`src/hw/rtl/pwdm_pkg.sv`:
```
// Shared widths, limits, reset values and register codes for the pitch PID block.
// No dependencies; every other file in hw/rtl imports this package.
`default_nettype none

package pwdm_pkg;

   localparam int ANGLE_W    = 17;
   localparam int ERR_W      = 18;
   localparam int DIFF_W     = 19;
   localparam int GAIN_W     = 16;
   localparam int DZ_W       = 16;
   localparam int PULSE_W    = 12;
   localparam int CORR_W     = 12;
   localparam int CSR_IDX_W  = 3;
   localparam int CSR_DATA_W = 17;
   localparam int PROD_SHIFT = 16;

   localparam int CORR_MAX      = 2047;
   localparam int PULSE_MAX     = 4095;
   localparam int DEAD_ZONE_RST = 922;
   localparam int NEUTRAL_RST   = 1500;

   typedef enum logic [CSR_IDX_W-1:0] {
      REG_GAIN_PROP     = 3'd0,
      REG_GAIN_INTEG    = 3'd1,
      REG_GAIN_DERIV    = 3'd2,
      REG_TARGET_ANGLE  = 3'd3,
      REG_DEAD_ZONE     = 3'd4,
      REG_NEUTRAL_PULSE = 3'd5
   } csr_reg_type;

endpackage

`default_nettype wire

```
`src/hw/rtl/pwdm_if.sv`:
```
// Valid/ready channel interfaces for the pitch PID block: sample in, pulses out, CSR writes.
// Depends on pwdm_pkg for field widths.
`default_nettype none

interface pwdm_req_if
   import pwdm_pkg::*;
   ();
   logic                       valid;
   logic                       ready;
   logic signed [ANGLE_W-1:0]  angle_sample;

   modport source (output valid, output angle_sample, input ready);
   modport sink   (input valid, input angle_sample, output ready);
endinterface

interface pwdm_rsp_if
   import pwdm_pkg::*;
   ();
   logic               valid;
   logic               ready;
   logic [PULSE_W-1:0] front_pulse;
   logic [PULSE_W-1:0] back_pulse;
   logic               loop_active;

   modport source (output valid, output front_pulse, output back_pulse, output loop_active,
                   input ready);
   modport sink   (input valid, input front_pulse, input back_pulse, input loop_active,
                   output ready);
endinterface

interface pwdm_csr_if
   import pwdm_pkg::*;
   ();
   logic                  valid;
   logic                  ready;
   logic [CSR_IDX_W-1:0]  reg_index;
   logic [CSR_DATA_W-1:0] wdata;

   modport source (output valid, output reg_index, output wdata, input ready);
   modport sink   (input valid, input reg_index, input wdata, output ready);
endinterface

`default_nettype wire

```
`src/hw/rtl/pid_with_deadband_mixer.sv`:
```
// Pitch PID controller with dead band and front/back thruster mixer, top level.
// Depends on pwdm_pkg and the channel interfaces in pwdm_if.sv.
//
// Usage:
//   req_ch  : one signed angle sample per beat (1/256 degree).
//   rsp_ch  : one beat per sample: front pulse, back pulse, loop_active flag.
//   csr_ch  : register writes (gains, target, dead zone, neutral pulse); always ready.
//             Write only while no sample is in flight.
// Timing:
//   Four register stages: input, error/integral update, products, combine/clamp.
//   A sample moves through the input, error, product and result registers in turn.
//   One sample per cycle sustained while rsp_ch takes results; the integral and last-error recurrence
//   closes in the error stage with one saturating add, so samples may follow
//   each other every cycle.
// Reset:
//   Synchronous, active high. Clears the pipeline, the integral and the last
//   error, and loads the register defaults (dead zone 922, neutral 1500).
// Stall:
//   When rsp_ch is not taken, each stage holds; bubbles still collapse, so
//   req_ch stays ready until all four stages hold a result.
`default_nettype none

module pid_with_deadband_mixer
   import pwdm_pkg::*;
#(
   parameter int SUM_WIDTH = 32
) (
   input  wire          clock,
   input  wire          reset,
   pwdm_req_if.sink     req_ch,
   pwdm_rsp_if.source   rsp_ch,
   pwdm_csr_if.sink     csr_ch
);

   localparam int PI_W  = GAIN_W + SUM_WIDTH;
   localparam int PP_W  = GAIN_W + ERR_W;
   localparam int PD_W  = GAIN_W + DIFF_W;
   localparam int ACC_W = PI_W + 2;
   localparam int CW    = ACC_W - PROD_SHIFT;
   localparam int PW    = PULSE_W + 2;

   localparam logic signed [SUM_WIDTH-1:0] SUM_MAX = {1'b0, {(SUM_WIDTH-1){1'b1}}};
   localparam logic signed [SUM_WIDTH-1:0] SUM_MIN = {1'b1, {(SUM_WIDTH-1){1'b0}}};
   localparam logic signed [CW-1:0]        CORR_HI = CW'(CORR_MAX);
   localparam logic signed [CW-1:0]        CORR_LO = -CW'(CORR_MAX);
   localparam logic signed [PW-1:0]        PULSE_HI = PW'(PULSE_MAX);

   // configuration registers
   logic signed [GAIN_W-1:0]  gain_prop_ff;
   logic signed [GAIN_W-1:0]  gain_integ_ff;
   logic signed [GAIN_W-1:0]  gain_deriv_ff;
   logic signed [ANGLE_W-1:0] target_angle_ff;
   logic [DZ_W-1:0]           dead_zone_ff;
   logic [PULSE_W-1:0]        neutral_pulse_ff;

   // controller state
   logic signed [SUM_WIDTH-1:0] error_sum_ff;
   logic signed [ERR_W-1:0]     last_error_ff;

   // pipeline valids and enables
   logic a_valid_ff, b_valid_ff, c_valid_ff, d_valid_ff;
   logic a_ok, b_ok, c_ok, d_ok;

   // stage A: input register
   logic signed [ANGLE_W-1:0] a_angle_ff;

   // stage B: error, integral, difference
   logic signed [ERR_W-1:0]     b_err_ff,  b_err_in;
   logic signed [SUM_WIDTH-1:0] b_sum_ff,  b_sum_in;
   logic signed [DIFF_W-1:0]    b_diff_ff, b_diff_in;
   logic                        b_active_ff, b_active_in;
   logic [ERR_W-1:0]            err_mag;
   logic signed [SUM_WIDTH:0]   sum_wide;

   // stage C: products
   logic signed [PP_W-1:0] c_prop_ff,  c_prop_in;
   logic signed [PI_W-1:0] c_integ_ff, c_integ_in;
   logic signed [PD_W-1:0] c_deriv_ff, c_deriv_in;
   logic                   c_active_ff;

   // stage D: result register
   logic [PULSE_W-1:0] d_front_ff, d_front_in;
   logic [PULSE_W-1:0] d_back_ff,  d_back_in;
   logic               d_active_ff;

   logic signed [ACC_W-1:0]  acc;
   logic signed [CW-1:0]     corr_wide;
   logic signed [CORR_W-1:0] corr;
   logic signed [PW-1:0]     front_raw, back_raw;

   // ---------------------------------------------------------------- control
   assign d_ok = !d_valid_ff || rsp_ch.ready;
   assign c_ok = !c_valid_ff || d_ok;
   assign b_ok = !b_valid_ff || c_ok;
   assign a_ok = !a_valid_ff || b_ok;

   assign req_ch.ready = a_ok;
   assign csr_ch.ready = 1'b1;

   always_ff @(posedge clock) begin
      if (reset) begin
         a_valid_ff <= 1'b0;
         b_valid_ff <= 1'b0;
         c_valid_ff <= 1'b0;
         d_valid_ff <= 1'b0;
      end else begin
         if (a_ok) a_valid_ff <= req_ch.valid;
         if (b_ok) b_valid_ff <= a_valid_ff;
         if (c_ok) c_valid_ff <= b_valid_ff;
         if (d_ok) d_valid_ff <= c_valid_ff;
      end
   end

   // ---------------------------------------------------------- configuration
   always_ff @(posedge clock) begin
      if (reset) begin
         gain_prop_ff     <= '0;
         gain_integ_ff    <= '0;
         gain_deriv_ff    <= '0;
         target_angle_ff  <= '0;
         dead_zone_ff     <= DZ_W'(DEAD_ZONE_RST);
         neutral_pulse_ff <= PULSE_W'(NEUTRAL_RST);
      end else if (csr_ch.valid) begin
         case (csr_reg_type'(csr_ch.reg_index))
            REG_GAIN_PROP:     gain_prop_ff     <= csr_ch.wdata[GAIN_W-1:0];
            REG_GAIN_INTEG:    gain_integ_ff    <= csr_ch.wdata[GAIN_W-1:0];
            REG_GAIN_DERIV:    gain_deriv_ff    <= csr_ch.wdata[GAIN_W-1:0];
            REG_TARGET_ANGLE:  target_angle_ff  <= csr_ch.wdata[ANGLE_W-1:0];
            REG_DEAD_ZONE:     dead_zone_ff     <= csr_ch.wdata[DZ_W-1:0];
            REG_NEUTRAL_PULSE: neutral_pulse_ff <= csr_ch.wdata[PULSE_W-1:0];
            default: ;
         endcase
      end
   end

   // ---------------------------------------------------------------- stage A
   always_ff @(posedge clock) begin
      if (a_ok) a_angle_ff <= req_ch.angle_sample;
   end

   // ---------------------------------------------------------------- stage B
   always_comb begin
      b_err_in    = ERR_W'(target_angle_ff) - ERR_W'(a_angle_ff);
      err_mag     = b_err_in[ERR_W-1] ? ERR_W'(-b_err_in) : ERR_W'(b_err_in);
      b_active_in = err_mag >= {{(ERR_W-DZ_W){1'b0}}, dead_zone_ff};

      // saturate the integral: overflow shows as differing top two bits
      sum_wide = {error_sum_ff[SUM_WIDTH-1], error_sum_ff} + (SUM_WIDTH+1)'(b_err_in);
      if (sum_wide[SUM_WIDTH] != sum_wide[SUM_WIDTH-1]) begin
         b_sum_in = sum_wide[SUM_WIDTH] ? SUM_MIN : SUM_MAX;
      end else begin
         b_sum_in = sum_wide[SUM_WIDTH-1:0];
      end

      b_diff_in = DIFF_W'(b_err_in) - DIFF_W'(last_error_ff);
   end

   always_ff @(posedge clock) begin
      if (reset) begin
         error_sum_ff  <= '0;
         last_error_ff <= '0;
      end else if (a_valid_ff && b_ok && b_active_in) begin
         error_sum_ff  <= b_sum_in;
         last_error_ff <= b_err_in;
      end
   end

   always_ff @(posedge clock) begin
      if (b_ok) begin
         b_err_ff    <= b_err_in;
         b_sum_ff    <= b_sum_in;
         b_diff_ff   <= b_diff_in;
         b_active_ff <= b_active_in;
      end
   end

   // ---------------------------------------------------------------- stage C
   always_comb begin
      c_prop_in  = gain_prop_ff  * b_err_ff;
      c_integ_in = gain_integ_ff * b_sum_ff;
      c_deriv_in = gain_deriv_ff * b_diff_ff;
   end

   always_ff @(posedge clock) begin
      if (c_ok) begin
         c_prop_ff   <= c_prop_in;
         c_integ_ff  <= c_integ_in;
         c_deriv_ff  <= c_deriv_in;
         c_active_ff <= b_active_ff;
      end
   end

   // ---------------------------------------------------------------- stage D
   always_comb begin
      acc       = ACC_W'(c_prop_ff) + ACC_W'(c_integ_ff) + ACC_W'(c_deriv_ff);
      // arithmetic shift rounds toward minus infinity
      corr_wide = CW'(acc >>> PROD_SHIFT);

      if (!c_active_ff) begin
         corr = '0;
      end else if (corr_wide > CORR_HI) begin
         corr = CORR_W'(CORR_HI);
      end else if (corr_wide < CORR_LO) begin
         corr = CORR_W'(CORR_LO);
      end else begin
         corr = corr_wide[CORR_W-1:0];
      end

      front_raw = $signed({2'b00, neutral_pulse_ff}) + PW'(corr);
      back_raw  = $signed({2'b00, neutral_pulse_ff}) - PW'(corr);

      if (front_raw < 0) begin
         d_front_in = '0;
      end else if (front_raw > PULSE_HI) begin
         d_front_in = PULSE_W'(PULSE_MAX);
      end else begin
         d_front_in = front_raw[PULSE_W-1:0];
      end

      if (back_raw < 0) begin
         d_back_in = '0;
      end else if (back_raw > PULSE_HI) begin
         d_back_in = PULSE_W'(PULSE_MAX);
      end else begin
         d_back_in = back_raw[PULSE_W-1:0];
      end
   end

   always_ff @(posedge clock) begin
      if (d_ok) begin
         d_front_ff  <= d_front_in;
         d_back_ff   <= d_back_in;
         d_active_ff <= c_active_ff;
      end
   end

   assign rsp_ch.valid       = d_valid_ff;
   assign rsp_ch.front_pulse = d_front_ff;
   assign rsp_ch.back_pulse  = d_back_ff;
   assign rsp_ch.loop_active = d_active_ff;

endmodule

`default_nettype wire
```
`src/flat_wrapper.sv`:
```
// flat-port wrapper written by rule: the top's interface ports become plain ports
module pid_with_deadband_mixer_flat import pwdm_pkg::*;
#(
   parameter int SUM_WIDTH = 32
)
  (clock, reset, req_ch_valid, req_ch_angle_sample, req_ch_ready, rsp_ch_valid, rsp_ch_front_pulse, rsp_ch_back_pulse, rsp_ch_loop_active, rsp_ch_ready, csr_ch_valid, csr_ch_reg_index, csr_ch_wdata, csr_ch_ready);
  pwdm_req_if req_ch_i ();
  pwdm_rsp_if rsp_ch_i ();
  pwdm_csr_if csr_ch_i ();
  input  wire clock;
  input  wire reset;
  input wire logic [$bits(req_ch_i.valid)-1:0] req_ch_valid;
  input wire logic [$bits(req_ch_i.angle_sample)-1:0] req_ch_angle_sample;
  output wire logic [$bits(req_ch_i.ready)-1:0] req_ch_ready;
  output wire logic [$bits(rsp_ch_i.valid)-1:0] rsp_ch_valid;
  output wire logic [$bits(rsp_ch_i.front_pulse)-1:0] rsp_ch_front_pulse;
  output wire logic [$bits(rsp_ch_i.back_pulse)-1:0] rsp_ch_back_pulse;
  output wire logic [$bits(rsp_ch_i.loop_active)-1:0] rsp_ch_loop_active;
  input wire logic [$bits(rsp_ch_i.ready)-1:0] rsp_ch_ready;
  input wire logic [$bits(csr_ch_i.valid)-1:0] csr_ch_valid;
  input wire logic [$bits(csr_ch_i.reg_index)-1:0] csr_ch_reg_index;
  input wire logic [$bits(csr_ch_i.wdata)-1:0] csr_ch_wdata;
  output wire logic [$bits(csr_ch_i.ready)-1:0] csr_ch_ready;
  assign req_ch_i.valid = req_ch_valid;
  assign req_ch_i.angle_sample = req_ch_angle_sample;
  assign req_ch_ready = req_ch_i.ready;
  assign rsp_ch_valid = rsp_ch_i.valid;
  assign rsp_ch_front_pulse = rsp_ch_i.front_pulse;
  assign rsp_ch_back_pulse = rsp_ch_i.back_pulse;
  assign rsp_ch_loop_active = rsp_ch_i.loop_active;
  assign rsp_ch_i.ready = rsp_ch_ready;
  assign csr_ch_i.valid = csr_ch_valid;
  assign csr_ch_i.reg_index = csr_ch_reg_index;
  assign csr_ch_i.wdata = csr_ch_wdata;
  assign csr_ch_ready = csr_ch_i.ready;
  pid_with_deadband_mixer #(.SUM_WIDTH(SUM_WIDTH)) u_core (.clock(clock), .reset(reset), .req_ch(req_ch_i), .rsp_ch(rsp_ch_i), .csr_ch(csr_ch_i));
endmodule
```
`config.mk`:
```
export PLATFORM = sky130hd
export DESIGN_NAME = pid_with_deadband_mixer_flat
export DESIGN_NICKNAME = d
export VERILOG_FILES = /design/src/hw/rtl/pwdm_pkg.sv /design/src/hw/rtl/pwdm_if.sv /design/src/hw/rtl/pid_with_deadband_mixer.sv /design/src/flat_wrapper.sv
export SDC_FILE = /design/constraint.sdc
export NUM_CORES = 2
export LEC_CHECK = 0
export BUFFER_PORTS_ARGS = -buffer_cell sky130_fd_sc_hd__buf_2
export CORE_MARGIN = 4
export CORE_UTILIZATION = 50
export DETAILED_ROUTE_END_ITERATION = 10
export GPL_TIMING_DRIVEN = 0
export PLACE_DENSITY = 0.72
export SETUP_SLACK_MARGIN = 0.3
export SLEW_MARGIN = 20
export SYNTH_ARGS = -nofsm -noshare
export SYNTH_HDL_FRONTEND = slang
export SYNTH_SLANG_ARGS = --single-unit
```
`constraint.sdc`:
```
create_clock -name clock -period 16.55 [get_ports clock]
set_input_delay 3.31 -clock clock [delete_from_list [all_inputs] [get_ports clock]]
set_output_delay 3.31 -clock clock [all_outputs]
set_load 0.005 [all_outputs]
```
==> flow_summary_export.csv <==
group,metric,value,unit
status,status,"completed",
logic_synthesis,yosysTopAreaCellShare,37.4,%
routing,wl_met1,68.6,mm
worst_setup_path,cp.arrival,9.15,ns
worst_setup_path,path_common_cell,"fa_1",
floorplan,core_area,120000,um^2
logic_synthesis,syn_area,60600,um^2
logic_synthesis,syn_nets,8103,
floorplan,fp-row-count,127,
clock_network,cts_sinks,377,
logic_synthesis,synth_cells,6479,
clock_network,ctsHoldBuffers,0,
clock_network,clkTransAtPathRegs,0.07,ns
worst_setup_path,cp_max_fo,10,
timing,finalHoldViolations,0,
place,gp_congestion,0.975,
logic_synthesis,synth-edff-count,230,
worst_setup_path,end_kind,"flop",
worst_setup_path,crit_family,"adder cells",
global_routing,grt_max_degree,53,
final_layout,synthToLayoutAreaGrowth,6.49,%
worst_setup_path,crit_type,"reg2reg",
timing,finClkSkew,0.0365,ns
routing,drt_iter0_markers,3690,
logic_synthesis,synth_area_leaders,"fa_1 37%, edfxtp_1 11%, ha_1 9.3%",
clock_network,cts_resized,0,
logic_synthesis,ys_types,100,
logic_synthesis,synth_flop_cell,"edfxtp_1",
floorplan,die-area,127000,um^2
place,io_buffers,67,
final_layout,drive_gt1_share,3.05,%
clock_network,cts_buffers,42,
routing,drc,0,
run,maxCapViolCount,0,
pwr,design_power_total,6.17,mW
worst_hold_path,hold_class,"reg2reg",
timing,fin_tns_setup,0,ns
floorplan,die_height,356,um
pwr,p_leak,27.8,nW
floorplan,initial_utilization,50.5,%
routing,first_pass_iters,6,
floorplan,fp.dieW,356,um
routing,drt-total-wl,171,mm
clock_network,cts_root_buf,"clkbuf_16",
routing,drt-wirelength-per-cell,20.8,um
worst_setup_path,path_buf_inv,7,
worst_setup_path,cp-start-kind,"flop",
timing,setup_violations,0,
clock_network,cts_tree,"yes",
logic_synthesis,ys_seq_elements,377,
clock_network,htree_num_levels,2,
logic_synthesis,ys_top_cells_by_count,"1283 x inv_1, 1132 x fa_1, 960 x nand2_1",
routing,top_layer_used,"met5",
global_routing,globalRouteOverflowTotal,0,
logic_synthesis,synth.most_common_cell,"inv_1",
routing,ant_nets,0,
logic_synthesis,async_flop_share,0,%
timing,maxSlewViolCount,0,
final_layout,fin_nets,8218,
timing,worst_pin_slew,1.16,ns
timing,period_share,53.7,%
clock_network,clkLatencyLatePin,0.60,ns
pwr,power_density,95.5,nW/um^2
clock_network,post_cts_buffers,0,
place,hpwl,142,mm
floorplan,pin_count,70,
routing,met3WireLength,17.6,mm
routing,met2_length,77.1,mm
global_routing,track_usage,27.6,%
worst_setup_path,cp.required,16.82,ns
global_routing,antenna_found_initial,12,
logic_synthesis,yosysWarningCount,0,
pwr,max-vdd-ir-drop,0.000127,V
global_routing,grt_pass1_wl,269,mm
timing,slew_headroom,22.4,%
routing,vias,45200,
worst_setup_path,slowest_stage,"fa_1",
global_routing,grt_pass1_vias,47500,
logic_synthesis,avgSynthCellArea,9.36,um^2
logic_synthesis,yosysSeqAreaShare,16.2,%
routing,viasPerCell,5.48,
timing,rsz0062_at_grt,"false",
worst_setup_path,cp_slowest_stage_delay,0.57,ns
logic_synthesis,yosysTopAreaCell,"fa_1",
timing,max_clock_freq,0.113,GHz
clock_network,cts_buffer_depth,3,
timing,min_period,8.88,ns
## cells in the final DEF, fill, tap and decap left out, drive strengths merged, types with 62 or more instances in the layout
| cell | Yosys | final |
|---|---|---|
| a21o | 97 | 97 |
| a21oi | 248 | 248 |
| and2 | 395 | 395 |
| buf | 22 | 93 |
| clkbuf | 237 | 288 |
| dfxtp | 147 | 147 |
| edfxtp | 230 | 230 |
| fa | 1132 | 1132 |
| ha | 450 | 450 |
| inv | 1286 | 1293 |
| nand2 | 961 | 961 |
| nand2b | 91 | 91 |
| nor2 | 230 | 230 |
| o21ai | 130 | 130 |
| xnor2 | 163 | 163 |
| xor2 | 62 | 62 |
## routing by layer
layer  vias up  track usage (%)
met4         4             10.2
met3       408             6.93
li1      20300                -
met5         -                0
met2      1797             44.1
met1     22700             36.7
## path summary, 6_finish.rpt
kind / depth (start not counted) / start / end / slack [ns]
max: 27 / u_core.gain_prop_ff[4] / u_core.c_prop_ff[32] / 7.67
max reg2reg: 27 / u_core.gain_prop_ff[4] / u_core.c_prop_ff[32] / 7.67
min: 2 / u_core.dead_zone_ff[15] / u_core.dead_zone_ff[15] / 0.45
min reg2reg: 2 / u_core.dead_zone_ff[15] / u_core.dead_zone_ff[15] / 0.45
## area by class of cell
cell class,instances,area [um^2]
Fill cell,10900,55600
Sequential cell,377,9850
Clock inverter,27,295
Multi-Input combinational cell,4556,44900
Inverter,1287,4830
Clock buffer,51,1160
Buffer,259,1040
Tap cell,1612,2020
Antenna cell,8,20.0
Timing Repair Buffer,71,425
## flip-flops by register name (all words and copies together), names as in the netlist, 16 cells and up
| signal | count |
|---|---|
| u_core.c_integ_ff | 48 |
| u_core.c_deriv_ff | 35 |
| u_core.c_prop_ff | 34 |
| u_core.b_sum_ff | 32 |
| u_core.error_sum_ff | 32 |
| u_core.b_diff_ff | 19 |
| u_core.b_err_ff | 18 |
| u_core.last_error_ff | 18 |
| u_core.a_angle_ff | 17 |
| u_core.target_angle_ff | 17 |
| u_core.dead_zone_ff | 16 |
| u_core.gain_deriv_ff | 16 |
| u_core.gain_integ_ff | 16 |
| u_core.gain_prop_ff | 16 |
## cell families (layout without fill, tap and decap cells)
logic type	after synthesis	count (layout)	share of synthesized area (%)
XOR/XNOR	225	225	3.28
AND/OR/NAND/NOR	1939	1939	15.1
multiplexers	50	50	0.834
AO/OA/AOI/OAI	758	758	8.19
flip-flops	377	377	16.2
adder cells (fa/ha/maj)	1583	1583	46.7
buffers and inverters	1546	1695	9.68
other	1	9	0.00619
## stage by stage
step,utilization [%],hold WS [ns],instances,setup slack (ns),instance area [um^2]
after global routing,53.7,0.475,8243,7.30,64500
final,53.7,0.455,8248,7.67,64600
after detailed placement,52.5,0.447,8162,7.75,63100
after floorplan,-,0.400,6479,9.14,60600
after CTS,53.7,0.455,8240,7.74,64500
after global placement,52.4,0.438,8158,7.85,63000
## report_power, final
part | total (mW) | switching (mW) | internal, mW
combinational | 3.55 | 2.22 | 1.33
sequential | 1.63 | 0.323 | 1.31
clock | 0.988 | 0.418 | 0.570
## worst reg2reg max path, cell delays in order (launching register included)
cell,delay [ns]
dfxtp_1,0.31
clkbuf_1,0.42
clkbuf_1,0.55
nand2_1,0.17
fa_1,0.57
inv_1,0.05
fa_1,0.47
inv_1,0.06
fa_1,0.49
fa_1,0.55
inv_1,0.05
fa_1,0.49
inv_1,0.05
fa_1,0.49
inv_1,0.05
ha_1,0.34
o211ai_1,0.14
a41oi_1,0.11
o31a_1,0.37
o22a_1,0.24
a41oi_1,0.57
o21ai_0,0.35
nor3b_1,0.25
o311ai_0,0.41
a21oi_1,0.15
o21ai_0,0.26
nor3b_1,0.09
a311o_1,0.50
Power figures use the tool's default switching activity.
